## config.mk

```make
export PLATFORM = sky130hd
export DESIGN_NAME = rbf_front
export DESIGN_NICKNAME = d
export VERILOG_FILES = /design/src/hdl/rbf_pkg.sv /design/src/hdl/rbf_front.sv
export SDC_FILE = /design/constraint.sdc
export NUM_CORES = 2
export LEC_CHECK = 0
export ABC_CLOCK_PERIOD_IN_PS = 6350
export BUFFER_PORTS_ARGS = -buffer_cell sky130_fd_sc_hd__buf_2
export CAP_MARGIN = 30
export CORE_MARGIN = 5
export CORE_UTILIZATION = 40
export DETAILED_ROUTE_END_ITERATION = 8
export MAX_ROUTING_LAYER = met4
export PLACE_DENSITY = 0.67
export SYNTH_ARGS = -nofsm -noshare
export SYNTH_HDL_FRONTEND = slang
export SYNTH_SLANG_ARGS = --single-unit
```

## constraint.sdc

```tcl
create_clock -name i_clk -period 6.35 [get_ports i_clk]
set_clock_uncertainty 0.15 [all_clocks]
set_input_delay 1.27 -clock i_clk [delete_from_list [all_inputs] [get_ports i_clk]]
set_output_delay 1.27 -clock i_clk [all_outputs]
set_load 0.02 [all_outputs]
```

## src/hdl/rbf_pkg.sv

```systemverilog
// ----------------------------------------------------------------------------
// rbf_pkg: shared types and constants of the RBF neuron unit
// Command codes, register indexes, fixed-point constants and the job record
// that travels from the accumulate front end to the activation back end.
// ----------------------------------------------------------------------------
`default_nettype none

package rbf_pkg;

    localparam int NUM_INPUTS  = 16;
    localparam int QUEUE_DEPTH = 2;

    localparam int ACC_W = 40;

    // command codes
    localparam logic [1:0] CMD_LOAD_CENTER = 2'd0;
    localparam logic [1:0] CMD_LOAD_WEIGHT = 2'd1;
    localparam logic [1:0] CMD_ELEMENT     = 2'd2;
    localparam logic [1:0] CMD_RESERVED    = 2'd3;

    // configuration register indexes
    localparam logic [1:0] CFG_MODE        = 2'd0;
    localparam logic [1:0] CFG_WIDTH_SCALE = 2'd1;
    localparam logic [1:0] CFG_THRESHOLD   = 2'd2;

    localparam logic        MODE_GAUSSIAN   = 1'b0;
    localparam logic        MODE_SIGMOID    = 1'b1;
    localparam logic [14:0] WIDTH_SCALE_RST = 15'd4096;

    // exp(-1/16) in Q0.30, and rounding half
    localparam logic [29:0] EXP_STEP = 30'd1008687096;
    localparam logic [30:0] Q30_ONE  = 31'd1073741824;
    localparam logic [29:0] Q30_HALF = 30'd536870912;
    // 24.0 in Q16.16: exponent argument beyond this gives zero
    localparam logic [20:0] EXP_CUT_Z = 21'd1572864;
    // ceil(2^18 / 6), reciprocal for the cubic term
    localparam logic [15:0] RECIP_6 = 16'd43691;

    typedef struct packed {
        logic signed [ACC_W-1:0] acc;
        logic                    mode;
    } t_job;

endpackage

`default_nettype wire

```

## src/hdl/rbf_front.sv

```systemverilog
// ----------------------------------------------------------------------------
// rbf_front: load handling and streaming accumulation
// Writes center/weight entries, forms the distance or weighted term of each
// element through a three-stage pipeline and pushes a job on the last one.
// ----------------------------------------------------------------------------
`default_nettype none

module rbf_front #(
    parameter int NUM_INPUTS  = rbf_pkg::NUM_INPUTS,
    parameter int QUEUE_DEPTH = rbf_pkg::QUEUE_DEPTH
) (
    input  wire                           i_clk,
    input  wire                           i_rst_n,
    input  wire                           i_valid,
    output logic                          o_ready,
    input  wire  [1:0]                    i_cmd,
    input  wire  [3:0]                    i_index,
    input  wire  [15:0]                   i_value,
    input  wire                           i_last,
    input  wire                           i_mode,
    input  wire  [$clog2(QUEUE_DEPTH+1)-1:0] i_q_count,
    output logic                          o_push,
    output rbf_pkg::t_job                 o_job
);

    localparam int CW = $clog2(QUEUE_DEPTH+1);
    localparam int SW = CW + 2;

    logic [15:0] r_centers [16];
    logic [15:0] r_weights [16];

    logic               r1_valid, r1_last, r1_mode;
    logic signed [16:0] r1_a, r1_b;
    logic               r2_valid, r2_last, r2_mode;
    logic signed [33:0] r2_prod;
    logic signed [rbf_pkg::ACC_W-1:0] r_acc;

    logic               accept;
    logic               elem_ok;
    logic signed [16:0] x_ext, c_ext, w_ext, diff;
    logic signed [16:0] n_a, n_b;
    logic [SW-1:0]      inflight;
    logic signed [rbf_pkg::ACC_W:0]   sum;
    logic signed [rbf_pkg::ACC_W-1:0] sat;

    // room in the queue for every last element already in the pipe
    assign inflight = SW'(i_q_count) + SW'(r1_valid & r1_last) + SW'(r2_valid & r2_last);
    assign o_ready  = inflight < SW'(QUEUE_DEPTH);
    assign accept   = i_valid & o_ready;

    always_ff @(posedge i_clk) begin
        if (accept && i_cmd == rbf_pkg::CMD_LOAD_CENTER) begin
            r_centers[i_index] <= i_value;
        end
        if (accept && i_cmd == rbf_pkg::CMD_LOAD_WEIGHT) begin
            r_weights[i_index] <= i_value;
        end
    end

    always_comb begin
        x_ext   = {i_value[15], i_value};
        c_ext   = {r_centers[i_index][15], r_centers[i_index]};
        w_ext   = {r_weights[i_index][15], r_weights[i_index]};
        diff    = x_ext - c_ext;
        elem_ok = (i_cmd == rbf_pkg::CMD_ELEMENT) &&
                  ({5'd0, i_index} < 9'(NUM_INPUTS));
        n_a = '0;
        n_b = '0;
        if (elem_ok) begin
            if (i_mode == rbf_pkg::MODE_GAUSSIAN) begin
                n_a = diff;
                n_b = diff;
            end else if (i_index != 4'd0) begin
                n_a = w_ext;
                n_b = x_ext;
            end
        end
    end

    always_ff @(posedge i_clk) begin
        if (!i_rst_n) begin
            r1_valid <= 1'b0;
            r2_valid <= 1'b0;
        end else begin
            r1_valid <= accept;
            r2_valid <= r1_valid;
        end
        r1_last <= (i_cmd == rbf_pkg::CMD_ELEMENT) & i_last;
        r1_mode <= i_mode;
        r1_a    <= n_a;
        r1_b    <= n_b;
        r2_last <= r1_last;
        r2_mode <= r1_mode;
        r2_prod <= r1_a * r1_b;
    end

    // saturating accumulate
    always_comb begin
        sum = {r_acc[rbf_pkg::ACC_W-1], r_acc} + {{7{r2_prod[33]}}, r2_prod};
        if (sum[rbf_pkg::ACC_W] != sum[rbf_pkg::ACC_W-1]) begin
            sat = sum[rbf_pkg::ACC_W] ? {1'b1, {(rbf_pkg::ACC_W-1){1'b0}}}
                                      : {1'b0, {(rbf_pkg::ACC_W-1){1'b1}}};
        end else begin
            sat = sum[rbf_pkg::ACC_W-1:0];
        end
    end

    always_ff @(posedge i_clk) begin
        if (!i_rst_n) begin
            r_acc <= '0;
        end else if (r2_valid) begin
            r_acc <= r2_last ? '0 : sat;
        end
    end

    assign o_push    = r2_valid & r2_last;
    assign o_job.acc = sat;
    assign o_job.mode = r2_mode;

endmodule

`default_nettype wire

```

* Word level (Yosys, flattened, before mapping) *
Memories as Yosys holds them, arrays and structs flattened.
Index checks and enable logic that the tools add are counted.

storage, ports and cells
  flip-flop bits (word level) = 114
  bits in writable memories = 512
  input port bits = 29
  output and inout port bits = 43
  word-level logic and storage cells = 41
  memories kept = 2

memory list
  memory     words  width  read ports  clocked after memory_dff  write ports  line             RTL
  r_centers  16     16     1           0                         1            rbf_front.sv:29  logic [15:0] r_centers [16];
  r_weights  16     16     1           0                         1            rbf_front.sv:30  logic [15:0] r_weights [16];

cells by class
  add/subtract/negate cells = 4
  multiply operators = 1
  order comparisons = 1
  eq/ne operators = 3
  mux-type cells = 11
  bitwise operators = 5
  reduce and logical (&&, ||, !) cells = 4

operators with widths
  cell                                                                  number
  40-bit two-way mux                                                    3
  17-bit two-way mux                                                    4
  40-bit by 34-bit adder with 41-bit output                             1
  17-bit by 17-bit multiplier with 34-bit output                        1
  16-bit by 16-bit subtractor with 17-bit output                        1
  1-bit AND                                                             5
  3-bit by 1-bit adder with 4-bit output                                1
  4-bit by 2-bit < comparator with 1-bit output, second input constant  1
  1-bit two-way mux                                                     4
  4-bit nonzero test                                                    1
  2-bit by 1-bit adder with 3-bit output                                1
  2-bit by 1-bit == test with 1-bit output, second input constant       1
  2-bit == test, second input constant                                  1
  1-bit logical AND                                                     2
  2-bit zero test                                                       1
  1-bit inequality test                                                 1

* Depth between registers and ports, before layout *
  depth in word-level cells = 8
  gate-level depth with buffers = 24
  mapped depth without buffers = 23

* Least setup slack after synthesis *
Ideal clock, no wire load.

  path kind = flip-flop to flip-flop
  from = register r1_b[9]
  to = register r2_prod[33]
  library setup time = 122 ps
  arrival = 5924 ps
  path slack = 154 ps
  stages on the path, launching flop included = 24
  period minus slack after synthesis = 6196 ps
  cell sequence = dfxtp_1 > clkbuf_1 > clkbuf_1 > nand2_1 > fa_1 > inv_1 > fa_1 > inv_1 > fa_1 > inv_1 > fa_1 > fa_1 > inv_1 > fa_1 > inv_1 > ha_1 > and3_1 > and3_1 > nand4_1 > o211ai_1 > a41oi_1 > o31ai_1 > nor4_1 > a311o_1

on the way
  longest elaborated chain between the ends = 1

RTL lines
  item                                            line             RTL
  start, declared                                 rbf_front.sv:33  logic signed [16:0] r1_a, r1_b;
  start signal, assigned                          rbf_front.sv:91  r1_b <= n_b;
  17-bit by 17-bit multiplier with 34-bit output  rbf_front.sv:94  r2_prod <= r1_a * r1_b;
  end signal, assigned                            rbf_front.sv:94
  end, declared                                   rbf_front.sv:35  logic signed [33:0] r2_prod;

No other way between the ends.
A chain may end at the register's enable or synchronous reset.

* Worst setup path in the final report *
  from = register r1_b[3]
  to = register r2_prod[32]

Same word-level chain as after synthesis.

==> impl_metrics.ini <==
[grt]
track_usage_pct = 17.8
grt_max_degree = 69
grt_pass1_vias = 23100
grt_overflow_total = 0
grt_first_pass_wirelength_mm = 134
antenna_found_initial = 2

[drt]
vias_per_cell = 5.22
drt_iter0_drc = 1576
firstDrtPassIters = 5
routed_wl_mm = 85.1
vias = 22100
ant_nets = 0
remaining_drc_errors = 0
wl_per_cell_microns = 20.1

[timing]
fin_crit_sh_pct = 97.6
setup_viol = 0
finalWorstSetupSlack_ps = 150
worst_slew_pin_slew_ps = 987
slew_violations = 0
slew_headroom_pct = 34.0
max_freq_ghz = 0.161
fin_crit_ps = 6200
tns_ps = 0
hold_viol_final = 0

[clock_tree]
clkLatencyLatePin_ps = 610
cts_root_buf = clkbuf_16
tritoncts = built
cts_made_buffers = 66
cts_setup_buffers = 0
clock_path_buffers = 3
h-tree-depth = 3
path_clk_slew_ps = 60
numClockSinks = 626

[critical_path]
critPathBufInv = 4
rrSetupSlack_ps = 150
reg2reg_from = r1_b[3]$_SDFF_PP0_
path_delay_family = adder cells
worst_path_max_delay_cell = fa_1
path_cells = nand2_1 -> inv_1 -> fa_1 -> buf_4 -> inv_1 -> fa_1 -> fa_2 -> fa_1 -> fa_1 -> fa_1 -> inv_1 -> ha_1 -> a21o_1 -> a21o_1 -> a21oi_2 -> nand3_1 -> a211o_1 -> and3_1 -> nor4_1 -> nand3b_1
ff2ff_path_depth = 20
critPathKind = reg -> reg
start_kind = flop
worst_ep_required_time_ps = 6730
r2r-end = r2_prod[32]$_DFF_P_
worstPathMaxFanout = 10
arrival_ps = 6580
path_common_cell = fa_1
slowest_delay_ps = 600
endpoint_kind = flop

[finish]
drive_above_1_share_pct = 17.4
multi_input_area_sq_mm = 0.0177
seq_area_sq_mm = 0.0177
nets = 3407
fin_cells = 4231
final_cell_mix = edfxtp_1 (512), inv_1 (370), fa_1 (296)
syn_to_final_growth_pct = 12.8
layout_commonest_cell = edfxtp_1
fillCellCount = 8212

[synth]
syn_avg_cell_area_sq_um = 13.3
netlist_area_sq_mm = 0.0371
seq_area_frac_synth_pct = 47.6
ys_seq_elements = 626
synth_top_area_share_pct = 41.4
synth_flop_cell = edfxtp_1
synth-edff-count = 512
synth_top_area_cell = edfxtp_1
synth_area_leaders = edfxtp_1 (41%), fa_1 (16%), mux4_2 (9.7%)
ys_types = 79
yosys_warnings = 0
synthCells = 2790
async_flop_share_pct = 0
syn-num-nets = 3259

[flow_run]
cap_viol_max_count = 0

[status]
status = complete, no violations

[hold_path]
holdCritPathClass = reg -> reg
holdPathStages = 0
worstHoldEndpoint = r2_mode$_DFF_P_
min-delay-start = r1_mode$_DFF_P_

[place]
place_ws_ps = -0.922
dpl.cell_count = 4111
place_congestion = 0.893
dp_hpwl_mm = 60.4
port_buffers = 71

[floorplan]
die_h_microns = 315
core_sq_mm = 0.0919
fp.dieW_microns = 315
io_pins = 72
initial_core_util_pct = 40.4
rows = 111
die-area_sq_mm = 0.0990

[power]
ir_worst_vdd_mv = 0.275
p_leak_nw = 16.8
power_density_mw_per_mm2 = 246
sequential cells by signal, indices dropped and copies added (netlist names):
name       flops
r1_valid       1
r2_valid       1
r1_last        1
r1_a          17
r1_mode        1
r2_prod       34
r2_last        1
r_acc         40
r2_mode        1
r_centers    256
r1_b          17
r_weights    256
final cells by class:
cell class	instances	area share, %
multi-input combinational	1683	42.4
sequential	626	42.3
clock buffer	84	4.25
tap	1243	3.72
inverter	370	3.32
timing repair buffer	191	3.23
clock inverter	33	0.816
antenna	1	0.00598
worst register-to-register path, cell delays in order (launching register included):
cell and delay [ps]:
dfxtp_4 380, nand2_1 110, inv_1 70, fa_1 590
buf_4 160, inv_1 60, fa_1 570, fa_2 490
fa_1 600, fa_1 440, fa_1 490, inv_1 50
ha_1 300, a21o_1 160, a21o_1 180, a21oi_2 180
nand3_1 150, a211o_1 370, and3_1 200, nor4_1 250
nand3b_1 150
metal layers:
| layer | vias up | global-route usage [%] | share of wire (%) |
|---|---|---|---|
| met5 | - | - | 0 |
| met4 | 0 | 3.41 | 1.6 |
| met3 | 100 | 3.00 | 7.0 |
| met2 | 691 | 29.1 | 48 |
| met1 | 11200 | 24.0 | 43 |
| li1 | 10100 | - | - |
through the flow:
stage,util [%],power (W),hold WS [ps],area (sq um)
final,45.5,0.0103,192,41900
after global routing,45.5,0.0108,202,41900
after CTS,45.3,0.0104,192,41700
after detailed placement,43.0,0.00662,173,39600
after global placement,43.0,0.00659,166,39500
after floorplan,-,0.00600,160,37100
cells by family (layout without fill, tap and decap cells):
logic type	count (synthesis)	after routing	share of synthesized area [%]
flip-flops	626	626	47.6
multiplexers	165	165	9.86
adder cells (fa/ha/maj)	452	452	21.2
other	0	1	0
AO/OA/AOI/OAI	344	344	6.10
buffers and inverters	481	678	4.97
AND/OR/NAND/NOR	650	650	8.60
XOR/XNOR	72	72	1.72
cells in the mapped netlist, drive strengths merged, types with 3 or more instances:
cell type / number
and3: 17
inv: 370
nor2b: 12
o21ai: 87
a221o: 12
a21o: 30
maj3: 12
o31ai: 7
a41oi: 3
mux2i: 4
a211o: 3
nor3: 30
o311a: 3
nand4: 10
nor2: 116
clkbuf: 77
xor2: 21
a22o: 5
nand2: 228
ha: 142
dfxtp: 114
or2: 4
nor3b: 5
nand3: 20
o21a: 17
a21oi: 107
nand3b: 4
buf: 34
and2: 161
edfxtp: 512
nor4: 5
o21bai: 7
nand2b: 23
o211ai: 19
a211oi: 11
or3: 9
fa: 298
mux4: 160
a21boi: 3
a31oi: 10
o311ai: 3
xnor2: 51
o22ai: 4
report_power, final:
part	switching (W)	internal [W]	total [W]	leakage, nW
Clock	0.00161	0.00214	0.00374	1.03
Combinational	0.00117	0.000747	0.00192	10.2
Sequential	0.0000917	0.00453	0.00463	5.55
Total	0.00287	0.00742	0.0103	16.8
worst max-delay path by stage:
stage / from / endpoint / slack, ps / cells past startpoint
finish: r1_b[3]$_SDFF_PP0_ / r2_prod[32]$_DFF_P_ / 150 / 20
global route: r1_a[5]$_SDFF_PP0_ / r2_prod[33]$_DFF_P_ / -7 / 23
CTS: r1_b[11]$_SDFF_PP0_ / r2_prod[33]$_DFF_P_ / 1 / 19
detailed placement: r1_a[9]$_SDFF_PP0_ / r2_prod[31]$_DFF_P_ / -0.9 / 22
global placement: r1_a[9]$_SDFF_PP0_ / r2_prod[31]$_DFF_P_ / 70 / 22
floorplan: r1_b[9]$_SDFF_PP0_ / r2_prod[33]$_DFF_P_ / 150 / 23
repair_timing:
action | 4_1_cts | 5_1_grt
hold buffers | 0 | 0
gates cloned | 0 | 0
resized for setup | 4 | 46
pin swaps | 0 | 7
setup endpoints to repair | 2 | 8
No activity file was read; power rests on OpenSTA's default activity.
