==> config.mk <==
export PLATFORM = sky130hd
export DESIGN_NAME = rbf_queue
export DESIGN_NICKNAME = d
export VERILOG_FILES = /design/src/hdl/rbf_pkg.sv /design/src/hdl/rbf_queue.sv
export SDC_FILE = /design/constraint.sdc
export NUM_CORES = 1
export LEC_CHECK = 0
export BUFFER_PORTS_ARGS = -buffer_cell sky130_fd_sc_hd__buf_2
export CAP_MARGIN = 20
export CORE_UTILIZATION = 45
export CTS_BUF_LIST = sky130_fd_sc_hd__clkbuf_4 sky130_fd_sc_hd__clkbuf_8 sky130_fd_sc_hd__clkbuf_16
export DETAILED_ROUTE_END_ITERATION = 7
export PLACE_DENSITY_LB_ADDON = 0.05
export SYNTH_ARGS = -nofsm -noshare
export SYNTH_HDL_FRONTEND = slang
export SYNTH_SLANG_ARGS = --single-unit
==> constraint.sdc <==
create_clock -name i_clk -period 7.4 [get_ports i_clk]
set_input_delay 0.37 -clock i_clk [delete_from_list [all_inputs] [get_ports i_clk]]
set_output_delay 0.37 -clock i_clk [all_outputs]
set_load 0.05 [all_outputs]
==> src/hdl/rbf_pkg.sv <==
// ----------------------------------------------------------------------------
// rbf_pkg: shared types and constants of the RBF neuron unit
// Command codes, register indexes, fixed-point constants and the job record
// that travels from the accumulate front end to the activation back end.
// ----------------------------------------------------------------------------
`default_nettype none

package rbf_pkg;

    localparam int NUM_INPUTS  = 16;
    localparam int QUEUE_DEPTH = 2;

    localparam int ACC_W = 40;

    // command codes
    localparam logic [1:0] CMD_LOAD_CENTER = 2'd0;
    localparam logic [1:0] CMD_LOAD_WEIGHT = 2'd1;
    localparam logic [1:0] CMD_ELEMENT     = 2'd2;
    localparam logic [1:0] CMD_RESERVED    = 2'd3;

    // configuration register indexes
    localparam logic [1:0] CFG_MODE        = 2'd0;
    localparam logic [1:0] CFG_WIDTH_SCALE = 2'd1;
    localparam logic [1:0] CFG_THRESHOLD   = 2'd2;

    localparam logic        MODE_GAUSSIAN   = 1'b0;
    localparam logic        MODE_SIGMOID    = 1'b1;
    localparam logic [14:0] WIDTH_SCALE_RST = 15'd4096;

    // exp(-1/16) in Q0.30, and rounding half
    localparam logic [29:0] EXP_STEP = 30'd1008687096;
    localparam logic [30:0] Q30_ONE  = 31'd1073741824;
    localparam logic [29:0] Q30_HALF = 30'd536870912;
    // 24.0 in Q16.16: exponent argument beyond this gives zero
    localparam logic [20:0] EXP_CUT_Z = 21'd1572864;
    // ceil(2^18 / 6), reciprocal for the cubic term
    localparam logic [15:0] RECIP_6 = 16'd43691;

    typedef struct packed {
        logic signed [ACC_W-1:0] acc;
        logic                    mode;
    } t_job;

endpackage

`default_nettype wire

==> src/hdl/rbf_queue.sv <==
// ----------------------------------------------------------------------------
// rbf_queue: job queue between front and back end
// Small register FIFO of accumulated sums awaiting activation.
// ----------------------------------------------------------------------------
`default_nettype none

module rbf_queue #(
    parameter int QUEUE_DEPTH = rbf_pkg::QUEUE_DEPTH
) (
    input  wire                              i_clk,
    input  wire                              i_rst_n,
    input  wire                              i_push,
    input  rbf_pkg::t_job                    i_job,
    input  wire                              i_pop,
    output rbf_pkg::t_job                    o_job,
    output logic                             o_empty,
    output logic [$clog2(QUEUE_DEPTH+1)-1:0] o_count
);

    localparam int PW = $clog2(QUEUE_DEPTH);
    localparam int CW = $clog2(QUEUE_DEPTH+1);

    rbf_pkg::t_job r_slot [QUEUE_DEPTH];
    logic [PW-1:0] r_wp, r_rp;
    logic [CW-1:0] r_count;
    logic          pop;

    assign pop     = i_pop & (r_count != '0);
    assign o_empty = (r_count == '0);
    assign o_count = r_count;
    assign o_job   = r_slot[r_rp];

    always_ff @(posedge i_clk) begin
        if (i_push) begin
            r_slot[r_wp] <= i_job;
        end
    end

    always_ff @(posedge i_clk) begin
        if (!i_rst_n) begin
            r_wp    <= '0;
            r_rp    <= '0;
            r_count <= '0;
        end else begin
            if (i_push) begin
                r_wp <= (r_wp == PW'(QUEUE_DEPTH-1)) ? '0 : r_wp + PW'(1);
            end
            if (pop) begin
                r_rp <= (r_rp == PW'(QUEUE_DEPTH-1)) ? '0 : r_rp + PW'(1);
            end
            if (i_push && !pop) begin
                r_count <= r_count + CW'(1);
            end else if (pop && !i_push) begin
                r_count <= r_count - CW'(1);
            end
        end
    end

endmodule

`default_nettype wire

=== After elaboration in Yosys (flattened, before gate mapping) ===
Memory sizes are Yosys's and may differ from the RTL's. A register that Yosys moved wholly into a read port is not among the register bits.
Cells that the tools add are included.
Widths: inputs -> output; s select.

* Memories: 1
* Register bits: 4
* Memory bits (writable): 82
* Logic and storage cells: 24
* Bits of input ports: 45
* Output and inout port bits: 44

{| class="wikitable"
|+ Memory list
! name !! depth !! width !! read ports !! clocked after Yosys merged registers in !! wr ports !! line !! text
|-
| r_slot || 2 || 41 || 1 || 1 || 1 || rbf_queue.sv:23 || <nowiki>rbf_pkg::t_job r_slot [QUEUE_DEPTH];</nowiki>
|}

* Bitwise logic cells: 1
* Muxes and demuxes: 8
* Reduce and logical (&&, ||, !) cells: 7
* Add/sub/neg operators: 4

{| class="wikitable"
|+ Operators with widths
! cell !! count
|-
| $mux 1 || 6
|-
| $mux 2 || 2
|-
| $reduce_bool 2->1 || 2
|-
| $add 1x1->1 const B || 2
|-
| $add 2x1->2 const B || 1
|-
| $logic_and 1x1->1 || 2
|-
| $logic_not 1->1 || 2
|-
| $logic_not 2->1 || 1
|-
| $sub 2x1->2 const B || 1
|-
| $and 1x1->1 || 1
|}

=== Logic depth before layout (Yosys ltp) ===
Gate-level depths: netlist of run 1.

* Word-level depth: 5
* Gate-level depth with buffers: 5
* Mapped depth without buffers: 5

=== Least setup slack after synthesis of run 1 ===
Ideal clock, no wire load.

* Path type: input -> register
* Start point: input i_push
* End point: memory r_slot[0][0] (netlist name) (enable)
* Required time: 6.955 ns
* Stages on the path: 1
* Slack: 4.722 ns
* Setup time: 0.445 ns
* Arrival: 2.233 ns
* Buffers on the path: 0
* Cell sequence: nor2b_1

* Cells in the longest elaborated chain, start to end: 2

{| class="wikitable"
|+ Ends and longest elaborated chain
! element !! line !! text
|-
| start: declaration || rbf_queue.sv:12 || <nowiki>input wire i_push,</nowiki>
|-
| $mux 1 || rbf_queue.sv:34 || <nowiki>if (i_push) begin</nowiki>
|-
| $mux 1 (not written as such) || rbf_queue.sv:35 || <nowiki>r_slot[r_wp] <= i_job;</nowiki>
|-
| end: declaration || rbf_queue.sv:23 ||
|}

No other way between the ends.

==> metrics.yaml, run 1 <==
worst_setup_path:
  critPathCaptureType: "output port"
  rrSetupSlack_ns: 5.80
  r2r_cells: 1
  crit_path_top_delay_cell: "dfxtp_2"
  start_kind: "register"
  crit_chain: "mux2_2 > buf_2"
  critPathKind: "register to output port"
  required_ns: 7.03
  path_max_fanout: 41
  arrival_ns: 1.97
  r2r_end: "r_slot[1][38]"
  reg2reg_from: "r_wp"
  max_stage_delay_ns: 0.96
logic_synthesis:
  synth-async-reset-ratio: 0
  ys_ff_latch: 87
  synth_commonest_cells: "edfxtp_1, mux2_2, buf_2, dfxtp_1, and2_1"
  yosys_warnings: 0
  synth_top_cell_by_area: "edfxtp_1"
  synth_edf_count: 82
  syn_avg_cell_area_um2: 21.2
  netlist_area_um2: 3160
  yosys-top-cells-area: "edfxtp_1, mux2_2, dfxtp_1"
  yosysMostFrequentCell: "edfxtp_1"
  yosysSeqAreaShare: 0.811
  ys.flop_type: "edfxtp_1"
  synth_top_cell_area_share: 0.779
  synth.distinct_cells: 16
  syn_inst: 149
  syn_nets: 195
floorplanning:
  core_um2: 6790
  num_rows: 30
  io_pins: 89
  die_area_um2: 7360
  fp.dieW_um: 85.8
  die_h_um: 85.8
  start_util: 0.465
sta:
  finalCritPeriodShare: 0.316
  fmax_mhz: 428
  setup_viol_count_final: 0
  fin_ws_ns: 5.06
  worst_pin_slew_ns: 0.983
  maxSlewViolCount: 0
  rsz0062_at_grt: "no"
  tns_ns: 0
  skew_ns: 0.00434
  slew_headroom: 0.345
  hold_viol: 0
  fin_crit_ns: 2.34
power:
  ir_drop_v: 0.000261
  leakagePower_nw: 1.48
  p_per_area_nw_per_um2: 371
routing:
  ant_nets: 0
  vias: 1641
  drc: 0
  drt_pass1_iterations: 4
  routed_wl_um: 5070
  drt-vias-per-instance: 4.76
  avgRoutedWirePerCell_um: 14.7
  drt_iter0_markers: 99
cells_and_area:
  finalNetCount: 290
  area.growth.synth_to_final_pct: 25.3
  layout-drive-gt1-share: 0.586
  final_area_um2: 3960
  utilization: 0.583
  n_antenna_cell: 0
  fillers: 528
global_route:
  grt_max_degree: 42
  antenna_found_initial: 0
  track_usage: 0.146
  grt_pass1_vias: 1693
  grt_overflow_total: 0
  grt_pass1_wl_um: 7770
place:
  dpl.hpwl_um: 3320
  placed_area_um2: 3710
  gp_congestion: 0.690
  place_ws_ns: 5.38
  port-buffer-count: 88
clocking:
  hold_buffers: 0
  cts-htree-levels: 3
  cts.path.max_buffers: 2
  clk_latency_ns: 0.34
  cts_buffers: 9
  cts_sinks: 87
  clk_pin_slew_ns: 0.08
  cts_root_buffer: "clkbuf_8"
  post_cts_buffers: 0
  cts_tree: "done"
  ctsResizeCount: 0
min_path:
  hold-path-cell-count: 1
  min_from: "i_job[1]"
  hold_class: "input pin to register"
  whs_endpoint: "r_slot[1][1]"
outcome:
  status: "completed"
job:
  drv_cap: 0
[routing by layer]
metal	GRT usage	up-vias	part of all wire
met3	0.0404	6	0.049
met4	0.0803	0	0.012
met5	0	-	0
met2	0.255	52	0.52
met1	0.163	809	0.42
li1	-	774	-
[worst max-delay path: cells and delay by family, from the launching register on]
family   cells  cell delay, ns
mux          1            0.42
buf+inv      1            0.21
flops        1            0.96
[through the flow]
step / total power, mW / std cells / hold slack (ns)
after detailed placement: 1.10 / 329 / 0.539
after CTS: 1.48 / 345 / 0.198
final: 1.47 / 345 / 0.216
after global placement: 1.09 / 329 / 0.496
after global routing: 1.52 / 345 / 0.190
after floorplan: 1.00 / 149 / 0.469
[kinds of logic after synthesis]
logic type / synth area share
multiplexers: 0.146
adder cells (fa/ha/maj): 0.00396
AND/OR/NAND/NOR: 0.0150
buffers and inverters: 0.00792
XOR/XNOR: 0.00832
flip-flops: 0.811
AO/OA/AOI/OAI: 0.00792
[layout make-up]
class                           count  area, um2  share of cell area
Multi-Input combinational cell     57        582               0.147
Clock inverter                      5        106              0.0269
Tap cell                           96        120              0.0303
Clock buffer                       11        139              0.0351
Timing Repair Buffer               89        448               0.113
Sequential cell                    87       2560               0.648
[flip-flops by register name, summed over array words and instances (netlist names), named ones only]
register / count
r_rp: 1
o_count: 2
r_wp: 1
r_slot: 82
[power breakdown]
group | internal [mW] | switching (mW) | leakage (nW) | total (mW)
combinational | 0.143 | 0.315 | 0.552 | 0.458
clock | 0.232 | 0.153 | 0.121 | 0.385
sequential | 0.575 | 0.0494 | 0.811 | 0.625
total | 0.950 | 0.517 | 1.48 | 1.47
[layout by cell type, fill, tap and decap left out, types with 2 or more instances in the layout]
cell type  instances
bufinv_16          3
dfxtp_1            4
mux2_2            38
clkbuf_4           2
buf_2             88
xnor2_1            2
edfxtp_1          82
and2_1             3
mux2_1             3
clkbuf_8           9
[worst max path at each step]
stage,from,end,slack (ns),cells past startpoint
detailed placement,register,o_job[31],5.38,2
global placement,register,o_job[31],5.44,2
floorplan,i_push,r_slot[0][0],4.72,1
finish,register,o_job[20],5.06,2
CTS,register,o_job[6],5.01,2
global route,register,o_job[6],4.94,2
(Power assumes the default switching activity.)
==> run 2: changes to the inputs <==
- ABC_AREA: not set -> 1
- clock period: 7.4 -> 1.9 ns (I/O delays scaled with it)
==> metrics.yaml, run 2 <==
outcome:
  status: "completed"
global_route:
  antenna_found_initial: 0  # unchanged
  grt_pass1_wl_um: 7980  # +2.8%
  grt_max_degree: 24  # -43%
  track_usage: 0.144  # -0.00203
  grt_overflow_total: 0  # unchanged
  grt_pass1_vias: 1705  # +0.71%
clocking:
  clk_latency_ns: 0.33  # about the same
  cts.path.max_buffers: 2  # unchanged
  cts_buffers: 9  # unchanged
  post_cts_buffers: 0  # unchanged
  clk_pin_slew_ns: 0.07  # about the same
  hold_buffers: 41  # +41
  ctsResizeCount: 0  # unchanged
  cts_tree: "done"
  cts_root_buffer: "clkbuf_8"
  cts-htree-levels: 3  # unchanged
  cts_sinks: 87  # unchanged
cells_and_area:
  top_register: "r_slot"
  area.growth.synth_to_final_pct: 35.0
  n_antenna_cell: 0  # unchanged
  finalNetCount: 351  # +21%
  fin_cells: 407  # +18%
  largest_reg_flops: 82  # unchanged
  layout-drive-gt1-share: 0.497  # -0.0896
  mostFrequentLayoutCell: "buf_2"
  mostFrequentLayoutCells: "buf_2, edfxtp_1, dlygate4sd3_1"
  utilization: 0.629  # +0.0462
  final_area_um2: 4590  # +16%
floorplanning:
  core_um2: 7290  # +7.3%
  num_rows: 31  # +3.3%
  fp.dieW_um: 88.9  # +3.6%
  start_util: 0.466  # +0.000661
  die_area_um2: 7900  # +7.3%
  die_h_um: 88.9  # +3.6%
  io_pins: 89  # unchanged
worst_setup_path:
  required_ns: 1.80  # -5.23 ns
  path_max_fanout: 19  # -54%
  crit_path_top_delay_cell: "dfxtp_2"
  reg2reg_from: "o_count[0]"
  r2r_cells: 9  # +8
  crit_chain: "buf_12 > mux2_2 > buf_2"
  critPathKind: "register to output port"
  start_kind: "register"
  rrSetupSlack_ns: 0.51  # -5.29 ns
  path_buf_inv: 2  # +1
  max_stage_delay_ns: 0.49  # -0.47 ns
  path_delay_family: "flip-flops"
  critPathCaptureType: "output port"
  r2r_end: "o_count[1]"
  arrival_ns: 1.62  # -0.35 ns
sta:
  rsz0062_at_grt: "no"
  finalCritPeriodShare: 0.905
  skew_ns: 0.00549  # +0.00115 ns
  whs_ns: 0.0258  # -0.190 ns
  fin_ws_ns: 0.180  # -4.88 ns
  slew_headroom: 0.823  # +0.479
  fmax_mhz: 581
  hold_viol: 0  # unchanged
  maxSlewViolCount: 0  # unchanged
  worst_pin_slew_ns: 0.265  # -0.718 ns
  setup_viol_count_final: 0  # unchanged
  tns_ns: 0  # unchanged
  fin_crit_ns: 1.72
logic_synthesis:
  synth.distinct_cells: 14  # -2
  yosysSeqAreaShare: 0.754  # -0.0564
  synth_commonest_cells: "edfxtp_1, mux2_4, inv_1, nor2_1, nand2_1"
  synth-async-reset-ratio: 0  # unchanged
  netlist_area_um2: 3400  # +7.5%
  yosysMostFrequentCell: "edfxtp_1"
  synth_edf_count: 82  # unchanged
  synth_top_cell_area_share: 0.725  # -0.0542
  yosys_warnings: 0  # unchanged
  ys_ff_latch: 87  # unchanged
  ys.flop_type: "edfxtp_1"
  syn_avg_cell_area_um2: 20.7  # -2.3%
  syn_inst: 164  # +10%
  yosys-top-cells-area: "edfxtp_1, mux2_4, dfxtp_1"
  synth_top_cell_by_area: "edfxtp_1"
  syn_nets: 210  # +7.7%
min_path:
  hold_class: "input pin to register"
  whs_endpoint: "o_count[1]"
  min_from: "i_rst_n"
  hold-path-cell-count: 3  # +2
routing:
  routed_wl_um: 5510  # +8.7%
  avgRoutedWirePerCell_um: 13.5  # -7.9%
  drt_pass1_iterations: 4  # unchanged
  drt-vias-per-instance: 4.50  # -5.4%
  vias: 1831  # +12%
  drc: 0  # unchanged
  ant_nets: 0  # unchanged
  drt_iter0_markers: 46  # -54%
place:
  placed_area_um2: 3980  # +7.1%
  dpl.hpwl_um: 3430  # +3.1%
  port-buffer-count: 88  # unchanged
  placed_cells: 352  # +7.0%
  gp_congestion: 0.654  # -5.1%
  place_ws_ns: 0.515  # -4.87 ns
power:
  p_per_area_nw_per_um2: 1020  # +180%
  leakagePower_nw: 1.87  # +26%
  p_total_mw: 4.69  # +220%
  ir_drop_v: 0.000465  # +79%
job:
  drv_cap: 0  # unchanged
run 2: changes by cell type in the layout (fill, tap and decap cells not counted), sizes merged, moves of 2 or more:
cell	delta
nand2	+8
xnor2	-2
dlygate4sd3	+41
nor2	+8
inv	+9
nor2b	-2
and2	-4
buf	+5
clkbuf	-2
clkinv	+2
run 2: logic make-up after synthesis:
logic type,synth area share
flip-flops,0.754
AO/OA/AOI/OAI,0.00294
AND/OR/NAND/NOR,0.0221
multiplexers,0.180
adder cells (fa/ha/maj),0.00368
buffers and inverters,0.0368
run 2: worst min-delay path, cell delays in order:
cell,delay [ns]
buf_2,0.12
nand2_1,0.06
nor2_1,0.03
run 2: how the worst max path moves through the flow:
stage / start / endpoint / slack (ns) / cells after the start
floorplan: o_count[1] / o_count[1] / 0.06 / 8
global placement: o_count[0] / o_count[1] / 0.54 / 9
detailed placement: o_count[1] / o_count[1] / 0.51 / 9
CTS: register / o_job[20] / 0.15 / 3
global route: register / o_job[20] / 0.11 / 3
finish: register / o_job[20] / 0.18 / 3
run 2: area by class of cell:
cell class,count,area [um2]
fillers,579,2710
flip-flops and latches,87,2560
repair buffers,135,946
multi-input cells,63,719
clock buffers,9,124
well taps,99,124
clock inverters,5,75.1
inverters,9,33.8
run 2: routing by layer:
metal	global-route usage	up-vias	routed length, um
li1	-	896	-
met3	0.0401	2	224
met2	0.238	49	2870
met4	0.0792	0	29
met5	0	-	0
met1	0.172	884	2380
run 2: power by group:
part,leakage (nW),switching [mW],internal [mW]
Clock,0.105,0.573,0.719
Sequential,0.811,0.0470,2.22
Combinational,0.949,0.710,0.420
Total,1.87,1.33,3.36
