[src/hdl/rbf_pkg.sv]
// ----------------------------------------------------------------------------
// rbf_pkg: shared types and constants of the RBF neuron unit
// Command codes, register indexes, fixed-point constants and the job record
// that travels from the accumulate front end to the activation back end.
// ----------------------------------------------------------------------------
`default_nettype none

package rbf_pkg;

    localparam int NUM_INPUTS  = 16;
    localparam int QUEUE_DEPTH = 2;

    localparam int ACC_W = 40;

    // command codes
    localparam logic [1:0] CMD_LOAD_CENTER = 2'd0;
    localparam logic [1:0] CMD_LOAD_WEIGHT = 2'd1;
    localparam logic [1:0] CMD_ELEMENT     = 2'd2;
    localparam logic [1:0] CMD_RESERVED    = 2'd3;

    // configuration register indexes
    localparam logic [1:0] CFG_MODE        = 2'd0;
    localparam logic [1:0] CFG_WIDTH_SCALE = 2'd1;
    localparam logic [1:0] CFG_THRESHOLD   = 2'd2;

    localparam logic        MODE_GAUSSIAN   = 1'b0;
    localparam logic        MODE_SIGMOID    = 1'b1;
    localparam logic [14:0] WIDTH_SCALE_RST = 15'd4096;

    // exp(-1/16) in Q0.30, and rounding half
    localparam logic [29:0] EXP_STEP = 30'd1008687096;
    localparam logic [30:0] Q30_ONE  = 31'd1073741824;
    localparam logic [29:0] Q30_HALF = 30'd536870912;
    // 24.0 in Q16.16: exponent argument beyond this gives zero
    localparam logic [20:0] EXP_CUT_Z = 21'd1572864;
    // ceil(2^18 / 6), reciprocal for the cubic term
    localparam logic [15:0] RECIP_6 = 16'd43691;

    typedef struct packed {
        logic signed [ACC_W-1:0] acc;
        logic                    mode;
    } t_job;

endpackage

`default_nettype wire

[src/hdl/rbf_back.sv]
// ----------------------------------------------------------------------------
// rbf_back: activation sequencer
// Takes a job, runs the shared restoring divider and the exponential
// (cubic series, then one multiply by exp(-1/16) per step) and loads the
// output register; past the cutoff a gaussian job skips both, a sigmoid the exp.
// ----------------------------------------------------------------------------
`default_nettype none

module rbf_back (
    input  wire                i_clk,
    input  wire                i_rst_n,
    input  rbf_pkg::t_job      i_job,
    input  wire                i_q_empty,
    output logic               o_pop,
    input  wire  [14:0]        i_width_scale,
    input  wire  [15:0]        i_threshold,
    output logic               o_m_tvalid,
    input  wire                i_m_tready,
    output logic [15:0]        o_m_tdata
);

    localparam logic [3:0] S_IDLE  = 4'd0;
    localparam logic [3:0] S_G_SQ  = 4'd1;
    localparam logic [3:0] S_G_CMP = 4'd2;
    localparam logic [3:0] S_DIV   = 4'd3;
    localparam logic [3:0] S_E_R2  = 4'd4;
    localparam logic [3:0] S_E_R3  = 4'd5;
    localparam logic [3:0] S_E_D6  = 4'd6;
    localparam logic [3:0] S_E_FIX = 4'd7;
    localparam logic [3:0] S_E_ML  = 4'd8;
    localparam logic [3:0] S_E_MH  = 4'd9;
    localparam logic [3:0] S_E_MS  = 4'd10;
    localparam logic [3:0] S_S_DEN = 4'd11;
    localparam logic [3:0] S_OUT   = 4'd12;

    logic [3:0]  r_state;
    logic        r_mode, r_neg;
    logic [38:0] r_d2;
    logic [31:0] r_den, r_rem;
    logic [20:0] r_q, r_z;
    logic [4:0]  r_cnt;
    logic [21:0] r_r2;
    logic [17:0] r_r3;
    logic [15:0] r_q6;
    logic [30:0] r_v;
    logic [8:0]  r_m;
    logic [45:0] r_plo;
    logic [44:0] r_phi;
    logic        r_out_valid;
    logic [15:0] r_out_data;

    logic [38:0] d2;
    logic [40:0] s_sum, mag;
    logic [32:0] arg;
    logic [14:0] s_eff;
    logic [29:0] ss;
    logic [38:0] den24;
    logic [32:0] rem2;
    logic        ge;
    logic [31:0] new_rem;
    logic [20:0] new_q;
    logic [25:0] r_frac;
    logic [51:0] p_r2;
    logic [47:0] p_r3;
    logic [33:0] p_d6;
    logic [18:0] q6x6;
    logic [15:0] q6c;
    logic [30:0] v_init;
    logic [60:0] m_sum;
    logic [31:0] s_den;
    logic [46:0] s_num;
    logic [30:0] g_rnd;
    logic [15:0] act;
    logic [3:0]  post_exp;
    logic        out_load;

    always_comb begin
        d2    = i_job.acc[rbf_pkg::ACC_W-1] ? '0 : i_job.acc[38:0];
        s_sum = {i_job.acc[rbf_pkg::ACC_W-1], i_job.acc} +
                {{13{i_threshold[15]}}, i_threshold, 12'd0};
        mag   = s_sum[40] ? (~s_sum + 41'd1) : s_sum;
        arg   = mag[40:8];
        s_eff = (i_width_scale == '0) ? 15'd1 : i_width_scale;
        ss    = s_eff * s_eff;
        den24 = {3'd0, r_den, 4'd0} + {4'd0, r_den, 3'd0};
        rem2    = {r_rem, r_q[20]};
        ge      = rem2 >= {1'b0, r_den};
        new_rem = ge ? 32'(rem2 - {1'b0, r_den}) : rem2[31:0];
        new_q   = {r_q[19:0], ge};
        r_frac  = {r_z[11:0], 14'd0};
        p_r2    = r_frac * r_frac;
        p_r3    = r_r2 * r_frac;
        p_d6    = r_r3 * rbf_pkg::RECIP_6;
        q6x6    = {1'b0, r_q6, 2'd0} + {2'd0, r_q6, 1'b0};
        q6c     = (q6x6 > {1'b0, r_r3}) ? r_q6 - 16'd1 : r_q6;
        v_init  = rbf_pkg::Q30_ONE - 31'(r_frac) + 31'(r_r2[21:1]) - 31'(q6c);
        m_sum   = {r_phi, 16'd0} + 61'(r_plo) + 61'(rbf_pkg::Q30_HALF);
        s_den   = 32'(rbf_pkg::Q30_ONE) + 32'(r_v);
        s_num   = (r_neg ? {r_v, 16'd0} : {1'b1, 46'd0}) + 47'(s_den[31:1]);
        g_rnd   = r_v + 31'd8192;
        if (r_mode == rbf_pkg::MODE_GAUSSIAN) begin
            act = g_rnd[30] ? 16'hFFFF : g_rnd[29:14];
        end else begin
            act = r_q[16] ? 16'hFFFF : r_q[15:0];
        end
        post_exp = (r_mode == rbf_pkg::MODE_GAUSSIAN) ? S_OUT : S_S_DEN;
    end

    assign o_pop    = (r_state == S_IDLE) & ~i_q_empty;
    assign out_load = (r_state == S_OUT) & (~r_out_valid | i_m_tready);

    always_ff @(posedge i_clk) begin
        if (!i_rst_n) begin
            r_state <= S_IDLE;
        end else begin
            unique case (r_state)
                S_IDLE: begin
                    if (!i_q_empty) begin
                        if (i_job.mode == rbf_pkg::MODE_GAUSSIAN) begin
                            r_state <= S_G_SQ;
                        end else if (arg >= 33'(rbf_pkg::EXP_CUT_Z)) begin
                            r_state <= S_S_DEN;
                        end else begin
                            r_state <= S_E_R2;
                        end
                    end
                end
                S_G_SQ:  r_state <= S_G_CMP;
                S_G_CMP: r_state <= (r_d2 >= den24) ? S_OUT : S_DIV;
                S_DIV: begin
                    if (r_cnt == 5'd1) begin
                        r_state <= (r_mode == rbf_pkg::MODE_GAUSSIAN) ? S_E_R2 : S_OUT;
                    end
                end
                S_E_R2:  r_state <= S_E_R3;
                S_E_R3:  r_state <= S_E_D6;
                S_E_D6:  r_state <= S_E_FIX;
                S_E_FIX: r_state <= (r_z[20:12] == '0) ? post_exp : S_E_ML;
                S_E_ML:  r_state <= S_E_MH;
                S_E_MH:  r_state <= S_E_MS;
                S_E_MS:  r_state <= (r_m == 9'd1) ? post_exp : S_E_ML;
                S_S_DEN: r_state <= S_DIV;
                S_OUT: begin
                    if (out_load) begin
                        r_state <= S_IDLE;
                    end
                end
                default: r_state <= S_IDLE;
            endcase
        end
    end

    // datapath
    always_ff @(posedge i_clk) begin
        case (r_state)
            S_IDLE: begin
                r_mode <= i_job.mode;
                r_d2   <= d2;
                r_neg  <= s_sum[40];
                r_z    <= arg[20:0];
                r_v    <= '0;
            end
            S_G_SQ: r_den <= {1'b0, ss, 1'b0};
            S_G_CMP: begin
                r_v   <= '0;
                r_rem <= r_d2[36:5];
                r_q   <= {r_d2[4:0], 16'd0};
                r_cnt <= 5'd21;
            end
            S_DIV: begin
                r_rem <= new_rem;
                r_q   <= new_q;
                r_cnt <= r_cnt - 5'd1;
                r_z   <= new_q;
            end
            S_E_R2: r_r2 <= p_r2[51:30];
            S_E_R3: r_r3 <= p_r3[47:30];
            S_E_D6: r_q6 <= p_d6[33:18];
            S_E_FIX: begin
                r_v <= v_init;
                r_m <= r_z[20:12];
            end
            S_E_ML: r_plo <= r_v[15:0] * rbf_pkg::EXP_STEP;
            S_E_MH: r_phi <= r_v[30:16] * rbf_pkg::EXP_STEP;
            S_E_MS: begin
                r_v <= m_sum[60:30];
                r_m <= r_m - 9'd1;
            end
            S_S_DEN: begin
                r_den <= s_den;
                r_rem <= {2'd0, s_num[46:17]};
                r_q   <= {s_num[16:0], 4'd0};
                r_cnt <= 5'd17;
            end
            default: ;
        endcase
    end

    always_ff @(posedge i_clk) begin
        if (!i_rst_n) begin
            r_out_valid <= 1'b0;
        end else if (out_load) begin
            r_out_valid <= 1'b1;
        end else if (i_m_tready) begin
            r_out_valid <= 1'b0;
        end
        if (out_load) begin
            r_out_data <= act;
        end
    end

    assign o_m_tvalid = r_out_valid;
    assign o_m_tdata  = r_out_data;

endmodule

`default_nettype wire

[config.mk]
export PLATFORM = sky130hd
export DESIGN_NAME = rbf_back
export DESIGN_NICKNAME = d
export VERILOG_FILES = /design/src/hdl/rbf_pkg.sv /design/src/hdl/rbf_back.sv
export SDC_FILE = /design/constraint.sdc
export NUM_CORES = 2
export LEC_CHECK = 0
export ABC_AREA = 1
export BUFFER_PORTS_ARGS = -buffer_cell sky130_fd_sc_hd__clkbuf_2
export CAP_MARGIN = 20
export CORE_MARGIN = 2
export CORE_UTILIZATION = 50
export DETAILED_ROUTE_END_ITERATION = 10
export GPL_TIMING_DRIVEN = 0
export PLACE_DENSITY_LB_ADDON = 0.25
export SYNTH_ARGS = -nofsm -noshare
export SYNTH_HDL_FRONTEND = slang
export SYNTH_SLANG_ARGS = --single-unit
[constraint.sdc]
create_clock -name i_clk -period 8.2 [get_ports i_clk]
set_input_delay 0.82 -clock i_clk [delete_from_list [all_inputs] [get_ports i_clk]]
set_output_delay 0.82 -clock i_clk [all_outputs]
set_load 0.05 [all_outputs]
## Yosys cells after proc, flatten, opt, wreduce, memory -nomap -nowiden

Index checks and enable logic that the tools add are counted.

| operators by class | value |
|---|---|
| add/sub/neg operators | 16 |
| eq/ne operators | 17 |
| order comparisons | 4 |
| bitwise logic cells | 6 |
| reductions and logical operators | 11 |
| multiply operators | 6 |
| mux-type cells | 28 |

Operator list:

| cell | count |
|---|---|
| case mux 32 bit (3 select lines) | 1 |
| case mux 31 bit (3 select lines) | 1 |
| two-way mux 16 bit | 4 |
| case mux 32 bit (2 select lines) | 1 |
| case mux 21 bit (3 select lines) | 1 |
| adder 61 x 30 -> 61 bit, second input constant | 1 |
| adder 61 x 46 -> 61 bit | 1 |
| case mux 4 bit (13 select lines) | 1 |
| adder 47 x 31 -> 47 bit | 1 |
| two-way mux 47 bit | 1 |
| multiplier 16 x 27 -> 43 bit, second input constant | 1 |
| multiplier 15 x 27 -> 42 bit, second input constant | 1 |
| case mux 21 bit (2 select lines) | 1 |
| adder 40 x 28 -> 41 bit | 1 |
| adder 41 x 1 -> 41 bit, second input constant | 1 |
| two-way mux 41 bit | 1 |
| inverter 41 bit | 1 |
| >= comparator 39 x 37 -> 1 bit | 1 |
| adder 36 x 35 -> 37 bit | 1 |
| multiplier 18 x 16 -> 34 bit, second input constant | 1 |
| multiplier 22 x 12 -> 34 bit | 1 |
| >= comparator 33 x 21 -> 1 bit, second input constant | 1 |
| >= comparator 33 x 32 -> 1 bit | 1 |
| adder 31 x 31 -> 32 bit, first input constant | 1 |
| other kinds (36) | 61 |

| storage, ports and cells | value |
|---|---|
| logic and storage cells | 106 |
| bits in registers | 354 |
| output and inout bits | 18 |

## Longest topological paths before layout

| depth | value |
|---|---|
| depth in word-level cells | 9 |
| depth in mapped cells | 46 |

## Worst setup path before layout

No wires, ideal clock.

| timing | value |
|---|---|
| kind | input-to-reg |
| start | input i_width_scale[3] |
| end | register r_den[28], data pin |
| required time | 7.936 ns |
| path slack | 1.438 ns |
| arrival time | 6.498 ns |
| path buffers | 2 |
| cell stages on the path | 26 |
| path through | clkbuf_1 clkbuf_1 nand2_1 fa_1 fa_1 inv_1 fa_1 inv_1 fa_1 fa_1 inv_1 fa_1 ha_1 nand2_1 o21ai_0 a21boi_0 o21bai_1 a21oi_1 o21ai_0 nand3_1 nand2_1 nand3_1 nand2_1 nand2_1 nand3_1 o21ai_0 |

| between the ends | value |
|---|---|
| cells in the longest elaborated chain, start to end | 4 |

Ends and longest elaborated chain:

| element | RTL line | source |
|---|---|---|
| start: declaration | rbf_back.sv:15 | `input wire [14:0] i_width_scale,` |
| logical NOT 15 bit | rbf_back.sv:83 | `s_eff = (i_width_scale == '0) ? 15'd1 : i_width_scale;` |
| two-way mux 15 bit * | rbf_back.sv:83 |  |
| multiplier 15 x 15 -> 30 bit * | rbf_back.sv:84 | `ss = s_eff * s_eff;` |
| case mux 32 bit (2 select lines) * | rbf_back.sv:155 | `case (r_state)` |
| end signal: assignment | rbf_back.sv:163 | `S_G_SQ: r_den <= {1'b0, ss, 1'b0};` |
| end signal: assignment | rbf_back.sv:190 | `r_den <= s_den;` |
| end: declaration | rbf_back.sv:39 | `logic [31:0] r_den, r_rem;` |

Every way passes the cells marked *; elsewhere a longest branch is shown, timed or not.
A chain may end at the register's enable or synchronous reset.

## Worst setup path after layout

| timing | value |
|---|---|
| start | register r_v[19] |
| end | register r_phi[44], data pin |

| between the ends | value |
|---|---|
| cells in the longest elaborated chain, start to end | 1 |

Ends and longest elaborated chain:

| element | RTL line | source |
|---|---|---|
| start: declaration | rbf_back.sv:45 | `logic [30:0] r_v;` |
| start signal: assignment | rbf_back.sv:180 | `r_v <= v_init;` |
| start signal: assignment | rbf_back.sv:186 | `r_v <= m_sum[60:30];` |
| multiplier 15 x 27 -> 42 bit | rbf_back.sv:184 | `S_E_MH: r_phi <= r_v[30:16] * rbf_pkg::EXP_STEP;` |
| end signal: assignment | rbf_back.sv:184 |  |
| end: declaration | rbf_back.sv:48 | `logic [44:0] r_phi;` |

No other way between the ends.

==> results.yml <==
run_status:
  status: "complete, no violations"
global_routing:
  grt_pass1_vias: 51600
  grt_pass1_wl_um: 290000
  gr-usage-all-layers: 0.287
  antenna_found_initial: 3
  overflow: 0
  grt_max_degree: 37
synth:
  synth.top_cell.area_share: 0.264
  synthArstFlopShare: 0
  yosysUniqueCellTypes: 63
  seq_area_frac_synth: 0.159
  ys_ff_latch: 338
  post_synth.cell_area_avg_um2: 8.29
  synth.area.top_cells: "fa_1 26%, ha_1 18%, edfxtp_1 16%"
  synth_edf_count: 333
  syn_inst: 7666
  synth_area_leader_cell: "fa_1"
  syn_area_um2: 63600
  ys_warn_count: 0
  synth.net_count: 9515
  synth_ff_type: "edfxtp_1"
min_path:
  holdPathStages: 1
  min_from: "i_job[0]"
  worstHoldEndpoint: "r_mode"
  hold_class: "in -> reg"
timing:
  tightest_slew_ns: 0.970
  final_max_slew_viol_count: 0
  hold_viol: 0
  slew_headroom: 0.353
  fin_worst_skew_ns: 0.0619
  setup_violations: 0
  max_freq_mhz: 135
  period_needed_ns: 7.43
  layout_setup_ws_ns: 0.767
  rsz0062_at_grt: "no"
  setup_tns_ns: 0
  post-route-period-util: 0.906
placement:
  dp_hpwl_um: 159000
  dp.cells: 9412
  numPortBuffers: 86
  gp_congestion: 0.985
  post-place-ws_ns: 0.361
cells_and_area:
  fillCellCount: 11900
  fin_nets: 9654
  final_cells: 9487
  final_core_util: 0.538
  drive_gt1_frac: 0.0341
  areaGrowthSynthToFinish_pct: 6.60
setup_path:
  cp.arrival_ns: 7.79
  r2r-start: "r_v[19]"
  r2r-end: "r_phi[44]"
  endpoint_kind: "flip-flop"
  crit_type: "reg -> reg"
  crit_fanout: 9
  rr_worst_depth: 25
  startpoint_type: "flip-flop"
  critPathRequiredTime_ns: 8.56
  r2r_slack_ns: 0.77
cts:
  cts_tree: "done"
  cts_buffer_depth: 3
  cts_resized: 0
  insertion_delay_ns: 0.64
  ctsHoldBuffers: 0
  post-cts-setup-buffers: 0
  numCtsBuffers: 41
  htreeDepth: 2
  clock-root-buffer: "clkbuf_16"
  clkSinkCount: 338
  clk_pin_slew_ns: 0.06
floorplan:
  coreArea_um2: 126000
  pin_count: 94
  fp.dieArea_um2: 130000
  rows: 130
  start_util: 0.505
  die_x_um: 361
  die_h_um: 361
run:
  drv_cap: 0
route:
  wire_per_inst_um: 19.6
  num_vias: 51600
  final_antenna_net_count: 0
  dr.first_iter.drc_count: 4462
  via_per_inst: 5.44
  drc_errors: 0
  drtPass1Iterations: 6
  routed_wl_um: 186000
==> per-layer routing <==
metal,vias up,track usage,wire length [µm]
li1,24400,-,-
met1,25000,0.406,81300
met2,1920,0.452,82800
met3,282,0.0511,16000
met4,2,0.0807,5590
met5,-,0,13
==> cells in the mapped netlist, types with 18 or more instances <==
library cell and instances:
fa_1 838, a21oi_1 462, o21ai_1 31, nor2_1 405
edfxtp_1 333, nand4_1 64, nand3_1 211, ha_1 935
o21a_1 29, xnor2_1 121, clkbuf_1 135, nor4_1 25
or2_2 21, o21bai_1 22, nand2_2 18, a31oi_1 30
o21ai_0 280, nor3_1 49, xor2_1 175, a21o_1 20
inv_1 1795, nand2_1 1452, o211ai_1 25
==> cell families (layout without fill, tap and decap cells) <==
kind of cell	after synthesis	in the layout	share of synthesized area
buf+inv	1964	2134	0.116
flops	338	338	0.159
compound gates	993	993	0.0870
fa+ha+maj	1773	1773	0.448
simple gates	2301	2301	0.149
other cells	0	1	0
xor+xnor	296	296	0.0408
mux	1	1	0.000177
==> worst max-delay path by stage <==
stage	to	slack, ns	startpoint	depth (start not counted)
CTS	r_v[30]	0.72	r_q6[2]	41
global route	r_v[26]	0.09	r_q6[2]	43
global placement	r_den[28]	0.41	i_width_scale[3]	26
finish	r_phi[44]	0.77	r_v[19]	25
detailed placement	r_den[28]	0.36	i_width_scale[3]	25
floorplan	r_den[28]	1.44	i_width_scale[3]	26
==> worst max-delay path, cell delays in order, from the launching register on <==
cell and delay, ns:
edfxtp_1 0.71, fa_1 0.93, inv_1 0.32, fa_1 0.46, inv_1 0.07, fa_1 0.40
inv_1 0.08, fa_1 0.44, fa_1 0.54, inv_1 0.05, fa_1 0.46, ha_1 0.38
a21oi_1 0.17, o21ai_0 0.10, a21oi_1 0.22, o21ai_1 0.13, a21oi_1 0.27, inv_1 0.11
a21oi_1 0.31, o21a_1 0.21, o21ai_0 0.21, nand3_1 0.14, nand2_1 0.12, nand3_1 0.09
nand2_1 0.06, xor2_1 0.17
==> stage by stage <==
step           cell area, µm²  hold WS, ns
6_report                67800        0.445
5_1_grt                 67800        0.446
4_1_cts                 67800        0.423
3_5_place_dp            66300        0.549
3_3_place_gp            66100        0.538
2_1_floorplan           63600        0.513
==> sequential cells by signal (all words and copies together) (netlist names), 18 cells and up <==
signal	flops
r_d2	39
r_den	32
r_phi	42
r_plo	27
r_q	21
r_r2	22
r_r3	18
r_rem	32
r_v	31
r_z	21
==> placed cells by master (no fill, tap or decap), drive strengths merged, types with 64 or more instances in the layout <==
master,Yosys,routed
nand4,64,64
a21oi,464,464
edfxtp,333,333
ha,935,935
o21ai,314,314
fa,838,838
nor2,421,421
xor2,175,175
clkbuf,136,273
nand3,218,218
inv,1812,1813
xnor2,121,121
nand2,1471,1471
==> final cells by class <==
| class | instances | area, µm² | area share |
|---|---|---|---|
| multi-input cells | 5364 | 46200 | 0.681 |
| clock inverters | 23 | 377 | 0.00556 |
| diodes | 1 | 2.50 | 0.0000369 |
| clock buffers | 51 | 1060 | 0.0157 |
| inverters | 1818 | 6820 | 0.101 |
| flip-flops and latches | 338 | 10100 | 0.149 |
| plain buffers | 146 | 566 | 0.00834 |
| well taps | 1650 | 2060 | 0.0305 |
| repair buffers | 96 | 638 | 0.00941 |
Power is left out: the tool's default activity adds up to more than one toggle a clock period on the data nets, which glitch-free logic cannot reach.
